--- src/dadv_pkg.sv ---
// dadv_pkg: shared types, register indexes and calendar constants for the
// date add/validate unit. No dependencies; used by every file under src.

package dadv_pkg;

  // configuration port
  localparam int CFG_AW = 1;
  localparam int CFG_DW = 12;
  localparam logic [CFG_AW-1:0] REG_MIN_YEAR = 1'b0;
  localparam logic [CFG_AW-1:0] REG_MAX_YEAR = 1'b1;

  // result codes
  typedef enum logic [2:0] {
    ERR_OK      = 3'd0,
    ERR_YEAR_LO = 3'd1,
    ERR_YEAR_HI = 3'd2,
    ERR_DAY31   = 3'd3,
    ERR_DAY30   = 3'd4,
    ERR_FEB28   = 3'd5,
    ERR_FEB29   = 3'd6,
    ERR_MONTH   = 3'd7
  } err_code_t;

  // one date to be checked; year flags are resolved by the caller
  typedef struct packed {
    logic [4:0]  day;
    logic [3:0]  month;
    logic [11:0] year;
    logic        yr_lo;
    logic        yr_hi;
  } date_chk_t;

  // years are shifted so every day count stays positive
  localparam int YEAR_BIAS  = 400;
  localparam int DAYS_400Y  = 146097;
  localparam int DAYS_4Y    = 1461;

  // floor(x/d) = (x * ceil(2^S/d)) >> S holds exactly when x < 2^XW, d < 2^DW, S = XW+DW
  localparam int Q100_SH = 20;  // x: 13 bits, d = 100
  localparam logic [13:0] Q100_MUL = 14'(((64'd1 << Q100_SH) + 64'd99) / 64'd100);
  localparam int CENT_SH = 41;  // x: 23 bits, d = 146097
  localparam logic [23:0] CENT_MUL =
    24'(((64'd1 << CENT_SH) + 64'd146096) / 64'd146097);
  localparam int YOC_SH = 29;   // x: 18 bits, d = 1461
  localparam logic [18:0] YOC_MUL = 19'(((64'd1 << YOC_SH) + 64'd1460) / 64'd1461);
  localparam int MON_SH = 19;   // x: 11 bits, d = 153
  localparam logic [11:0] MON_MUL = 12'(((64'd1 << MON_SH) + 64'd152) / 64'd153);

  // first day of a march-based month within the year, (153*mp+2)/5
  function automatic logic [8:0] mp_start(input logic [3:0] mp);
    logic [8:0] s;
    begin
      case (mp)
        4'd0:    s = 9'd0;
        4'd1:    s = 9'd31;
        4'd2:    s = 9'd61;
        4'd3:    s = 9'd92;
        4'd4:    s = 9'd122;
        4'd5:    s = 9'd153;
        4'd6:    s = 9'd184;
        4'd7:    s = 9'd214;
        4'd8:    s = 9'd245;
        4'd9:    s = 9'd275;
        4'd10:   s = 9'd306;
        4'd11:   s = 9'd337;
        default: s = 9'd0;
      endcase
      return s;
    end
  endfunction

endpackage

--- src/dadv_date_check.sv ---
// dadv_date_check: validates one calendar date against year flags, month
// lengths and the gregorian leap rule. Depends on dadv_pkg.

module dadv_date_check (
  input  dadv_pkg::date_chk_t chk,
  output dadv_pkg::err_code_t err
);

  // divisibility by 25 via the modular inverse of 25 mod 2^12
  localparam logic [11:0] DIV25_INV = 12'd3113;
  localparam logic [11:0] DIV25_LIM = 12'(4095 / 25);

  function automatic logic is_leap(input logic [11:0] y);
    logic [11:0] m;
    logic        d25;
    begin
      m   = 12'(y * DIV25_INV);
      d25 = (m <= DIV25_LIM);
      return (y[1:0] == 2'b00) && (!d25 || (y[3:0] == 4'd0));
    end
  endfunction

  always_comb begin
    err = dadv_pkg::ERR_OK;
    if (chk.yr_lo) begin
      err = dadv_pkg::ERR_YEAR_LO;
    end else if (chk.yr_hi) begin
      err = dadv_pkg::ERR_YEAR_HI;
    end else begin
      case (chk.month) inside
        4'd1, 4'd3, 4'd5, 4'd7, 4'd8, 4'd10, 4'd12: begin
          if (chk.day == 5'd0) err = dadv_pkg::ERR_DAY31;
        end
        4'd4, 4'd6, 4'd9, 4'd11: begin
          if (chk.day == 5'd0 || chk.day > 5'd30) err = dadv_pkg::ERR_DAY30;
        end
        4'd2: begin
          if (is_leap(chk.year)) begin
            if (chk.day == 5'd0 || chk.day > 5'd29) err = dadv_pkg::ERR_FEB29;
          end else begin
            if (chk.day == 5'd0 || chk.day > 5'd28) err = dadv_pkg::ERR_FEB28;
          end
        end
        default: err = dadv_pkg::ERR_MONTH;
      endcase
    end
  end

endmodule

--- src/date_add_days_validate_unit.sv ---
// date_add_days_validate_unit: top level, ten stage pipeline that adds a signed
// day offset to a gregorian date and checks input and result dates.
// Depends on dadv_pkg and dadv_date_check.
//
//  channel | ports                         | payload, lowest bit first
//  --------+-------------------------------+-------------------------------------------
//  input   | in_tvalid in_tready in_tdata  | day[4:0] month[8:5] year[20:9] offset[37:21]
//  result  | out_tvalid out_tready out_tdata| day[4:0] month[8:5] year[20:9] err[23:21]
//          |                               | err_on_result[24]
//  config  | cfg_we cfg_addr cfg_wdata     | 0: min_year, 1: max_year (12 bits each)
//
// one transaction is taken per cycle while in_tready is high; each input transaction passes
// through the chain of nine compute stages and then the output register
// the multiply-by-reciprocal stages (century, year of century, month) set the stage depth
// rst_n is synchronous and active low; it empties the pipe and restores the year limits
// a stalled output holds only the stages that are full: empty stages behind it keep
// taking input transactions until the whole pipe is full

module date_add_days_validate_unit (
  input  logic                         clk,
  input  logic                         rst_n,
  input  logic                         in_tvalid,
  output logic                         in_tready,
  input  logic [39:0]                  in_tdata,   // day, month, year, offset_days, pad
  output logic                         out_tvalid,
  input  logic                         out_tready,
  output logic [31:0]                  out_tdata,  // res_day, res_month, res_year,
                                                   // err_code, err_on_result, pad
  input  logic                         cfg_we,
  input  logic [dadv_pkg::CFG_AW-1:0]  cfg_addr,
  input  logic [dadv_pkg::CFG_DW-1:0]  cfg_wdata
);

  localparam int NSTG = 10;  // nine compute stages and the output register

  // ---------------------------------------------------------------- config
  logic [11:0] min_year_r;
  logic [11:0] max_year_r;

  always_ff @(posedge clk) begin
    if (!rst_n) begin
      min_year_r <= 12'd1902;
      max_year_r <= 12'd2037;
    end else if (cfg_we) begin
      case (cfg_addr)
        dadv_pkg::REG_MIN_YEAR: min_year_r <= cfg_wdata;
        dadv_pkg::REG_MAX_YEAR: max_year_r <= cfg_wdata;
        default: ;
      endcase
    end
  end

  // ---------------------------------------------------------------- flow control
  // a stage loads when it is empty or the stage after it moves on
  logic [NSTG-1:0] stg_vld_r;
  logic [NSTG-1:0] stg_vld_nxt;
  logic [NSTG-1:0] stg_adv;

  always_comb begin
    stg_adv[NSTG-1] = !stg_vld_r[NSTG-1] || out_tready;
    for (int k = NSTG - 2; k >= 0; k--) begin
      stg_adv[k] = !stg_vld_r[k] || stg_adv[k+1];
    end
  end

  assign stg_vld_nxt = {stg_vld_r[NSTG-2:0], in_tvalid};
  assign in_tready   = stg_adv[0];
  assign out_tvalid  = stg_vld_r[NSTG-1];

  always_ff @(posedge clk) begin
    if (!rst_n) begin
      stg_vld_r <= '0;
    end else begin
      for (int k = 0; k < NSTG; k++) begin
        if (stg_adv[k]) stg_vld_r[k] <= stg_vld_nxt[k];
      end
    end
  end

  // ---------------------------------------------------------------- stage 1
  // input date check, march-based year and day of year
  logic [4:0]         in_day;
  logic [3:0]         in_month;
  logic [11:0]        in_year;
  logic signed [16:0] in_off;
  dadv_pkg::date_chk_t chk_in;
  dadv_pkg::err_code_t err_in;
  logic               in_early;   // january or february count to the year before
  logic [3:0]         in_mp;
  logic [12:0]        s1_yp_nxt;
  logic [8:0]         s1_doy_nxt;

  assign in_day   = in_tdata[4:0];
  assign in_month = in_tdata[8:5];
  assign in_year  = in_tdata[20:9];
  assign in_off   = $signed(in_tdata[37:21]);

  always_comb begin
    chk_in.day   = in_day;
    chk_in.month = in_month;
    chk_in.year  = in_year;
    chk_in.yr_lo = (in_year < min_year_r);
    chk_in.yr_hi = (in_year > max_year_r);
  end

  dadv_date_check u_chk_in (
    .chk (chk_in),
    .err (err_in)
  );

  always_comb begin
    in_early   = (in_month <= 4'd2);
    in_mp      = in_early ? (in_month + 4'd9) : (in_month - 4'd3);
    s1_yp_nxt  = 13'(in_year) + 13'(dadv_pkg::YEAR_BIAS) - 13'(in_early);
    s1_doy_nxt = dadv_pkg::mp_start(in_mp) + 9'(in_day) - 9'd1;
  end

  dadv_pkg::err_code_t s1_err_r;
  logic [12:0]         s1_yp_r;
  logic [8:0]          s1_doy_r;
  logic signed [16:0]  s1_off_r;

  always_ff @(posedge clk) begin
    if (stg_adv[0]) begin
      s1_err_r <= err_in;
      s1_yp_r  <= s1_yp_nxt;
      s1_doy_r <= s1_doy_nxt;
      s1_off_r <= in_off;
    end
  end

  // ---------------------------------------------------------------- stage 2
  // centuries of the year and the plain 365-day part of the day number
  logic [25:0] q100_prod;
  logic [5:0]  s2_q100_nxt;
  logic [20:0] s2_part_nxt;

  always_comb begin
    q100_prod   = 26'(s1_yp_r * dadv_pkg::Q100_MUL);
    s2_q100_nxt = q100_prod[25:dadv_pkg::Q100_SH];
    s2_part_nxt = 21'(s1_yp_r) * 21'd365 + 21'(s1_doy_r);
  end

  dadv_pkg::err_code_t s2_err_r;
  logic [10:0]         s2_yp4_r;
  logic [5:0]          s2_q100_r;
  logic [20:0]         s2_part_r;
  logic signed [16:0]  s2_off_r;

  always_ff @(posedge clk) begin
    if (stg_adv[1]) begin
      s2_err_r  <= s1_err_r;
      s2_yp4_r  <= s1_yp_r[12:2];
      s2_q100_r <= s2_q100_nxt;
      s2_part_r <= s2_part_nxt;
      s2_off_r  <= s1_off_r;
    end
  end

  // ---------------------------------------------------------------- stage 3
  // leap day corrections and the offset give the target day number
  logic [22:0] n_sum;
  logic [20:0] s3_n_nxt;

  always_comb begin
    n_sum = 23'(s2_part_r) + 23'(s2_yp4_r) - 23'(s2_q100_r)
          + 23'(s2_q100_r[5:2]) + 23'(s2_off_r);
    s3_n_nxt = n_sum[20:0];
  end

  dadv_pkg::err_code_t s3_err_r;
  logic [20:0]         s3_n_r;

  always_ff @(posedge clk) begin
    if (stg_adv[2]) begin
      s3_err_r <= s2_err_r;
      s3_n_r   <= s3_n_nxt;
    end
  end

  // ---------------------------------------------------------------- stage 4
  // century index c = (4n+3) / 146097
  logic [46:0] cent_prod;
  logic [5:0]  s4_c_nxt;

  always_comb begin
    cent_prod = {s3_n_r, 2'b11} * dadv_pkg::CENT_MUL;
    s4_c_nxt  = cent_prod[46:dadv_pkg::CENT_SH];
  end

  dadv_pkg::err_code_t s4_err_r;
  logic [20:0]         s4_n_r;
  logic [5:0]          s4_c_r;

  always_ff @(posedge clk) begin
    if (stg_adv[3]) begin
      s4_err_r <= s3_err_r;
      s4_n_r   <= s3_n_r;
      s4_c_r   <= s4_c_nxt;
    end
  end

  // ---------------------------------------------------------------- stage 5
  // day within the century
  logic [23:0] cent_days;
  logic [20:0] cent_rem;
  logic [15:0] s5_r_nxt;

  always_comb begin
    cent_days = 24'(s4_c_r) * 24'(dadv_pkg::DAYS_400Y);
    cent_rem  = s4_n_r - 21'(cent_days[23:2]);
    s5_r_nxt  = cent_rem[15:0];
  end

  dadv_pkg::err_code_t s5_err_r;
  logic [5:0]          s5_c_r;
  logic [15:0]         s5_r_r;

  always_ff @(posedge clk) begin
    if (stg_adv[4]) begin
      s5_err_r <= s4_err_r;
      s5_c_r   <= s4_c_r;
      s5_r_r   <= s5_r_nxt;
    end
  end

  // ---------------------------------------------------------------- stage 6
  // year of century = (4r+3) / 1461
  logic [35:0] yoc_prod;
  logic [6:0]  s6_yy_nxt;

  always_comb begin
    yoc_prod  = 36'({s5_r_r, 2'b11} * dadv_pkg::YOC_MUL);
    s6_yy_nxt = yoc_prod[35:dadv_pkg::YOC_SH];
  end

  dadv_pkg::err_code_t s6_err_r;
  logic [5:0]          s6_c_r;
  logic [15:0]         s6_r_r;
  logic [6:0]          s6_yy_r;

  always_ff @(posedge clk) begin
    if (stg_adv[5]) begin
      s6_err_r <= s5_err_r;
      s6_c_r   <= s5_c_r;
      s6_r_r   <= s5_r_r;
      s6_yy_r  <= s6_yy_nxt;
    end
  end

  // ---------------------------------------------------------------- stage 7
  // day of the march-based year and the biased march-based year
  logic [17:0] yoc_days;
  logic [15:0] doy_full;
  logic [8:0]  s7_doy_nxt;
  logic [12:0] s7_ybh_nxt;

  always_comb begin
    yoc_days   = 18'(s6_yy_r) * 18'(dadv_pkg::DAYS_4Y);
    doy_full   = s6_r_r - yoc_days[17:2];
    s7_doy_nxt = doy_full[8:0];
    s7_ybh_nxt = 13'(s6_c_r) * 13'd100 + 13'(s6_yy_r);
  end

  dadv_pkg::err_code_t s7_err_r;
  logic [8:0]          s7_doy_r;
  logic [12:0]         s7_ybh_r;

  always_ff @(posedge clk) begin
    if (stg_adv[6]) begin
      s7_err_r <= s6_err_r;
      s7_doy_r <= s7_doy_nxt;
      s7_ybh_r <= s7_ybh_nxt;
    end
  end

  // ---------------------------------------------------------------- stage 8
  // march-based month = (5*doy+2) / 153
  logic [10:0] mon_x;
  logic [22:0] mon_prod;
  logic [3:0]  s8_mp_nxt;

  always_comb begin
    mon_x     = 11'(s7_doy_r) * 11'd5 + 11'd2;
    mon_prod  = 23'(mon_x) * 23'(dadv_pkg::MON_MUL);
    s8_mp_nxt = mon_prod[22:dadv_pkg::MON_SH];
  end

  dadv_pkg::err_code_t s8_err_r;
  logic [8:0]          s8_doy_r;
  logic [12:0]         s8_ybh_r;
  logic [3:0]          s8_mp_r;

  always_ff @(posedge clk) begin
    if (stg_adv[7]) begin
      s8_err_r <= s7_err_r;
      s8_doy_r <= s7_doy_r;
      s8_ybh_r <= s7_ybh_r;
      s8_mp_r  <= s8_mp_nxt;
    end
  end

  // ---------------------------------------------------------------- stage 9
  // civil day, month and year; year limits checked before clamping
  logic               res_late;   // january or february belong to the next year
  logic [8:0]         res_day9;
  logic [12:0]        res_yb;
  logic signed [13:0] res_year_s;
  logic [4:0]         s9_day_nxt;
  logic [3:0]         s9_month_nxt;
  logic [11:0]        s9_year_nxt;
  logic               s9_lo_nxt;
  logic               s9_hi_nxt;

  always_comb begin
    res_late     = (s8_mp_r >= 4'd10);
    res_day9     = s8_doy_r - dadv_pkg::mp_start(s8_mp_r) + 9'd1;
    s9_day_nxt   = res_day9[4:0];
    s9_month_nxt = res_late ? (s8_mp_r - 4'd9) : (s8_mp_r + 4'd3);
    res_yb       = s8_ybh_r + 13'(res_late);
    res_year_s   = $signed({1'b0, res_yb}) - 14'(dadv_pkg::YEAR_BIAS);
    s9_lo_nxt    = (res_year_s < $signed({2'b00, min_year_r}));
    s9_hi_nxt    = (res_year_s > $signed({2'b00, max_year_r}));
    if (res_year_s[13]) begin
      s9_year_nxt = 12'd0;
    end else if (res_year_s[12]) begin
      s9_year_nxt = 12'hFFF;
    end else begin
      s9_year_nxt = res_year_s[11:0];
    end
  end

  dadv_pkg::err_code_t s9_err_r;
  logic [4:0]          s9_day_r;
  logic [3:0]          s9_month_r;
  logic [11:0]         s9_year_r;
  logic                s9_lo_r;
  logic                s9_hi_r;

  always_ff @(posedge clk) begin
    if (stg_adv[8]) begin
      s9_err_r   <= s8_err_r;
      s9_day_r   <= s9_day_nxt;
      s9_month_r <= s9_month_nxt;
      s9_year_r  <= s9_year_nxt;
      s9_lo_r    <= s9_lo_nxt;
      s9_hi_r    <= s9_hi_nxt;
    end
  end

  // ---------------------------------------------------------------- output register
  // result date check; an input error wins and blanks the date
  dadv_pkg::date_chk_t chk_res;
  dadv_pkg::err_code_t err_res;

  always_comb begin
    chk_res.day   = s9_day_r;
    chk_res.month = s9_month_r;
    chk_res.year  = s9_year_r;
    chk_res.yr_lo = s9_lo_r;
    chk_res.yr_hi = s9_hi_r;
  end

  dadv_date_check u_chk_res (
    .chk (chk_res),
    .err (err_res)
  );

  logic [4:0]          out_day_nxt;
  logic [3:0]          out_month_nxt;
  logic [11:0]         out_year_nxt;
  dadv_pkg::err_code_t out_err_nxt;
  logic                out_onres_nxt;

  always_comb begin
    if (s9_err_r != dadv_pkg::ERR_OK) begin
      out_day_nxt   = 5'd0;
      out_month_nxt = 4'd0;
      out_year_nxt  = 12'd0;
      out_err_nxt   = s9_err_r;
      out_onres_nxt = 1'b0;
    end else begin
      out_day_nxt   = s9_day_r;
      out_month_nxt = s9_month_r;
      out_year_nxt  = s9_year_r;
      out_err_nxt   = err_res;
      out_onres_nxt = (err_res != dadv_pkg::ERR_OK);
    end
  end

  logic [4:0]          out_day_r;
  logic [3:0]          out_month_r;
  logic [11:0]         out_year_r;
  dadv_pkg::err_code_t out_err_r;
  logic                out_onres_r;

  always_ff @(posedge clk) begin
    if (stg_adv[NSTG-1]) begin
      out_day_r   <= out_day_nxt;
      out_month_r <= out_month_nxt;
      out_year_r  <= out_year_nxt;
      out_err_r   <= out_err_nxt;
      out_onres_r <= out_onres_nxt;
    end
  end

  assign out_tdata = {7'd0, out_onres_r, out_err_r, out_year_r, out_month_r, out_day_r};

endmodule

--- config.mk ---
export PLATFORM = sky130hd
export DESIGN_NAME = date_add_days_validate_unit
export DESIGN_NICKNAME = d
export VERILOG_FILES = /design/src/dadv_pkg.sv /design/src/dadv_date_check.sv /design/src/date_add_days_validate_unit.sv
export SDC_FILE = /design/constraint.sdc
export NUM_CORES = 2
export LEC_CHECK = 0
export ABC_AREA = 0
export BUFFER_PORTS_ARGS = -buffer_cell sky130_fd_sc_hd__buf_2
export CELL_PAD_IN_SITES_DETAIL_PLACEMENT = 1
export CELL_PAD_IN_SITES_GLOBAL_PLACEMENT = 1
export CORE_UTILIZATION = 48
export DETAILED_ROUTE_END_ITERATION = 8
export HOLD_SLACK_MARGIN = 0.08
export PLACE_DENSITY = 0.89
export SYNTH_ARGS = -nofsm -noshare
export SYNTH_HDL_FRONTEND = slang
export SYNTH_HIERARCHICAL = 1
export SYNTH_SLANG_ARGS = --single-unit
--- constraint.sdc ---
create_clock -name clk -period 7.05 [get_ports clk]
set_clock_uncertainty 0.05 [all_clocks]
set_input_delay 1.41 -clock clk [delete_from_list [all_inputs] [get_ports clk]]
set_output_delay 1.41 -clock clk [all_outputs]
set_load 0.01 [all_outputs]
Word-level counts from Yosys, hierarchy flattened
Memories as Yosys holds them, arrays and structs flattened. A register that Yosys moved wholly into a read port is not among the register bits.
Index checks and enable logic that the tools add are counted.
Widths: inputs -> output; s select.
- $add $sub $neg: 21
- multipliers: 11
- magnitude comparators: 14
- eq/ne operators: 24
- muxes and demuxes: 24
- bitwise operators: 1
- reduce and logical (&&, ||, !) cells: 47
- operators with widths (cell ; number):
    $mux 3 ; 17
    $mul 23x24->47 const B ; 1
    $eq 4x4->1 const B ; 10
    $mul 18x19->36 const B ; 1
    $eq 4x3->1 const B ; 8
    $gt 5x5->1 const B ; 6
    $mul 13x13->25 const B ; 1
    $le 12x8->1 const B ; 2
    $mul 12x11->12 const B ; 2
    $mul 11x12->23 const B ; 1
    $add 21x11->21 ; 1
    $add 21x21->21 ; 1
    $add 21x4->21 ; 1
    $add 21x9->21 ; 1
    $mul 13x9->21 const B ; 1
    $sub 21x6->21 ; 1
    $logic_or 1x1->1 ; 18
    $mul 6x18->18 const B ; 1
    $eq 4x2->1 const B ; 4
    $sub 16x16->16 ; 1
    $gt 14x13->1 ; 1
    $lt 14x13->1 ; 1
    $reduce_or 7->1 ; 2
    $sub 13x9->14 const B ; 1
    other kinds (35) ; 58
- bits in registers: 334
- ROM bits: 288
- input port bits: 58
- logic and storage cells: 196
- memories: 2
- memory list (name ; depth ; bits a word ; read ports ; clocked after Yosys merged registers in ; wr ports ; line ; source):
    (name not given) ; 16 ; 9 ; 1 ; 1 ; 0 ; dadv_pkg.sv:53 ; case (mp)
    (name not given) ; 16 ; 9 ; 1 ; 0 ; 0 ; dadv_pkg.sv:53 ;

Logic depth before layout (Yosys ltp)
- word-level depth: 12
- depth in mapped cells: 32
- gate-level depth less buffers: 32

Modules after synthesis
Netlist, hierarchy kept.
- by module, submodules not included (module ; instances ; cells each ; area an instance (µm²) ; sequential area each (µm²)):
    date_add_days_validate_unit ; 1 ; 3660 ; 40427.5 ; 9789.4
    dadv_date_check ; 2 ; 117 ; 902.1 ; 0.0

Worst setup path before layout
OpenSTA, ideal clock, no wires.
- kind: reg-to-reg
- from: register s7_doy_r[1]
- to: register (tool-made name)
- library setup time: 0.121 ns
- arrival: 6.624 ns
- data required time: 6.879 ns
- path slack: 0.255 ns
- stages on the path, launching flop included: 26
- period minus slack after synthesis: 6.795 ns
- cells stage by stage: edfxtp_1 ha_1 ha_1 o211ai_1 a2111oi_2 a311o_2 xor2_4 inv_1 ha_1 inv_1 fa_1 inv_1 fa_1 fa_1 fa_1 inv_1 ha_1 nor3_1 o211ai_1 o2111ai_2 nand2_1 o41ai_2 xnor3_2 mux2i_4 a21boi_0 mux2_2
- RTL lines (what ; line ; source):
    start: declaration ; date_add_days_validate_unit.sv:266 ; logic [8:0] s7_doy_r;
    start signal: assignment ; date_add_days_validate_unit.sv:272 ; s7_doy_r <= s7_doy_nxt;

==> summary.txt <==
Place
  • DP Area: between 40000 and 50000 um^2
  • Dpl cells: approximately 5200
  • Gpl congestion: between 0.9 and 1
  • Input/output buffers: 82
  • Post-DP HPWL: about 100 mm

Clock network
  • Clock buffer depth: 3
  • CTS tree: built
  • CTS root buffer: clkbuf_16
  • CTS Sinks: ~340
  • Worst-path clk slew: roughly 0.08 ns
  • TritonCTS Buffers: 37
  • Hold_buf cts: 0
  • Clk_lat worst skew: approximately 0.60 ns
  • H-tree Lvls: 2

Synth
  • Post-synth ARST share: 0%
  • Distinct cells, synth: 74
  • Mapped Area: about 42000 um^2
  • Synth Instances: 3894
  • Yosys warnings: 6
  • Post-synth top flop: edfxtp_1
  • Syn Area/Cell: 10.8 um^2
  • Sequential element share of the synthesized area: roughly 23%
  • #FFs+latches synth: approximately 340
  • EDFF count, synth: 300

Min path
  • HP Start: s1_off_r[10]
  • Hold Path Sink: s2_off_r[10]
  • Class of the worst hold path: reg -> reg
  • Hold depth: 0

Worst setup path
  • Critical Path AT: 7.75 ns
  • Worst r2r path cells: 27
  • Crit start category: register
  • Crit path required time: around 7.5 ns
  • Worst flop-to-flop path startpoint: s7_doy_r[2]
  • CP Max Fanout: 3
  • CP Capture Type: register
  • Worst R2R Setup Slack: -0.27 ns
  • Worst Path Class, Setup: reg -> reg

Global route
  • Vias in the first global route: 36300
  • Initial antenna violation count: 1
  • Grt ovf: 0
  • First-pass GRT wire length: between 200 and 250 mm
  • Largest net degree at the start of global routing: slightly below 60
  • All-Layer GR Usage: a little under a third

Timing
  • Slew @ Worst Pin: roughly 1.5 ns
  • Final worst slack: -0.273 ns
  • Final worst path period need: about 7.3 ns
  • Fin. max-slew vios: 0
  • Setup violators final: 5
  • Rel. slew slack: between 1 and 1.5%
  • Period utilization: 104%
  • Final setup TNS: -0.989 ns
  • Final Hold Viols: 0
  • Max Fclk: ~0.14 GHz

Floorplan
  • Core ar.: roughly 87000 um^2
  • # IOs: around 90
  • Die width: 299 um
  • Initial Util: 48.5%
  • Cell Rows: ~110
  • Die Y: between 200 and 300 um
  • Die area: about 89000 um^2

Routing
  • Vias: roughly 31000
  • Mean routed wirelength per cell: roughly 27 um
  • Drt initial violations: around 2300
  • Vias per Instance: roughly 6
  • # DRC: 0
  • DRT Pass-1 Iters: 7
  • Routed WL: about 140 mm
  • Antenna-violating nets left: 0

Cells and area
  • Syn-to-layout area delta: 9.02%
  • Commonest non-fill, non-tap cell in the layout: inv_1
  • Nets: around 5500
  • Layout cell share with drive strength beyond 1: 7.37%
  • Final Instance Area: 46000 um^2
  • Commonest cells after routing, fill and taps aside: inv_1 (1010), ha_1 (884), fa_1 (499)
  • Non-filler cells in the finished layout: approximately 5300

Run status
  • Failing checks: max-capacitance violations, negative setup slack
  • Status: complete, but fails checks

Job
  • Max-cap violations: 1
==> cells in the mapped netlist, types with 8 or more instances <==
| cell | number | area (um^2) |
|---|---|---|
| nand2b_1 | 12 | 75.1 |
| and3_1 | 24 | 150 |
| nand4_1 | 17 | 106 |
| nor2_1 | 86 | 323 |
| clkbuf_1 | 17 | 63.8 |
| or3_1 | 9 | 56.3 |
| o21ai_0 | 69 | 345 |
| inv_1 | 1016 | 3810 |
| a21o_1 | 83 | 623 |
| fa_1 | 501 | 10000 |
| xor2_1 | 67 | 587 |
| ha_1 | 901 | 11300 |
| o21a_1 | 27 | 203 |
| a211oi_1 | 8 | 60.1 |
| a21boi_0 | 15 | 113 |
| buf_4 | 8 | 60.1 |
| and2_1 | 30 | 188 |
| nor3_1 | 38 | 190 |
| o21bai_1 | 21 | 158 |
| a21oi_1 | 154 | 771 |
| dfxtp_1 | 39 | 781 |
| nand3_1 | 39 | 195 |
| edfxtp_1 | 300 | 9010 |
| a31oi_1 | 13 | 81.3 |
| xnor2_1 | 142 | 1240 |
| nor2b_1 | 24 | 150 |
| a31o_2 | 11 | 96.3 |
| nand2_1 | 99 | 372 |
| mux2i_1 | 11 | 110 |
| o211ai_1 | 31 | 233 |
==> flip-flops by register name, summed over array words and instances, names as in the netlist, 16 cells and up, named ones only <==
name / count
s4_n_r: 16
s2_part_r: 21
s5_r_r: 16
s1_off_r: 17
s3_n_r: 21
s2_off_r: 17
==> routing by layer <==
layer / global-route usage (%) / part of all wire, %
met1: 32.3 / 34
met2: 55.9 / 51
met3: 5.09 / 6.2
met4: 21.5 / 8.6
met5: 0 / 0.013
==> through the flow <==
stage / util, % / hold slack [ns] / worst slack (ns)
final: 52.9 / 0.367 / -0.273
after global routing: 52.9 / 0.373 / -0.356
after CTS: 52.4 / 0.364 / 0.00156
after detailed placement: 51.0 / 0.356 / -0.120
after global placement: 51.0 / 0.351 / 0.0737
after floorplan: - / 0.350 / 0.255
==> worst max path at each step <==
stage | from | to
global placement | s7_doy_r[3] | register
global route | s7_doy_r[1] | register
finish | s7_doy_r[2] | register
floorplan | s7_doy_r[1] | register
CTS | s7_doy_r[2] | register
detailed placement | s7_doy_r[3] | register
==> cell families after synthesis <==
family,Yosys count,share of synthesized area [%]
buffers and inverters,1042,9.33
xor gates and xnor gates,211,4.46
and+or+nand+nor,412,4.90
AOI/OAI and AO/OA,472,7.28
muxes,15,0.394
adders and majority gates,1402,50.4
DFF,339,23.2
other,1,0.00888
==> area by class of cell <==
type | instances | area [um^2]
sequential | 339 | 9790
fill | 9340 | 41000
clock inverter | 13 | 104
inverter | 1017 | 3820
timing repair buffer | 157 | 977
tap | 1155 | 1450
multi-input combinational | 2519 | 28800
antenna | 1 | 2.50
clock buffer | 53 | 1070
==> critical path: stages, from the launching register on <==
cell and delay, ns:
edfxtp_1 0.44, buf_4 0.17, ha_1 0.21, ha_4 0.30, o211ai_1 0.22, a2111oi_4 0.42, a311o_2 0.33, a21oi_2 0.11
xnor2_2 0.17, ha_1 0.29, inv_1 0.06, fa_1 0.36, inv_1 0.09, fa_1 0.46, fa_2 0.49, fa_1 0.54
inv_1 0.05, ha_2 0.21, nor3_2 0.19, o211ai_1 0.14, buf_4 0.16, o2111ai_2 0.25, nand3b_1 0.25, xor2_2 0.25
mux2i_2 0.28, ha_1 0.30, inv_2 0.07, mux2_2 0.32
==> repair_timing <==
item                       in CTS  in global routing
setup buffers                   4                 23
pin swaps                       8                 24
setup endpoints to repair       9                 11
gates resized for setup        15                 49
Power is not shown: default switching activity piles up to over one toggle a cycle in this logic, so the estimate is an artifact.
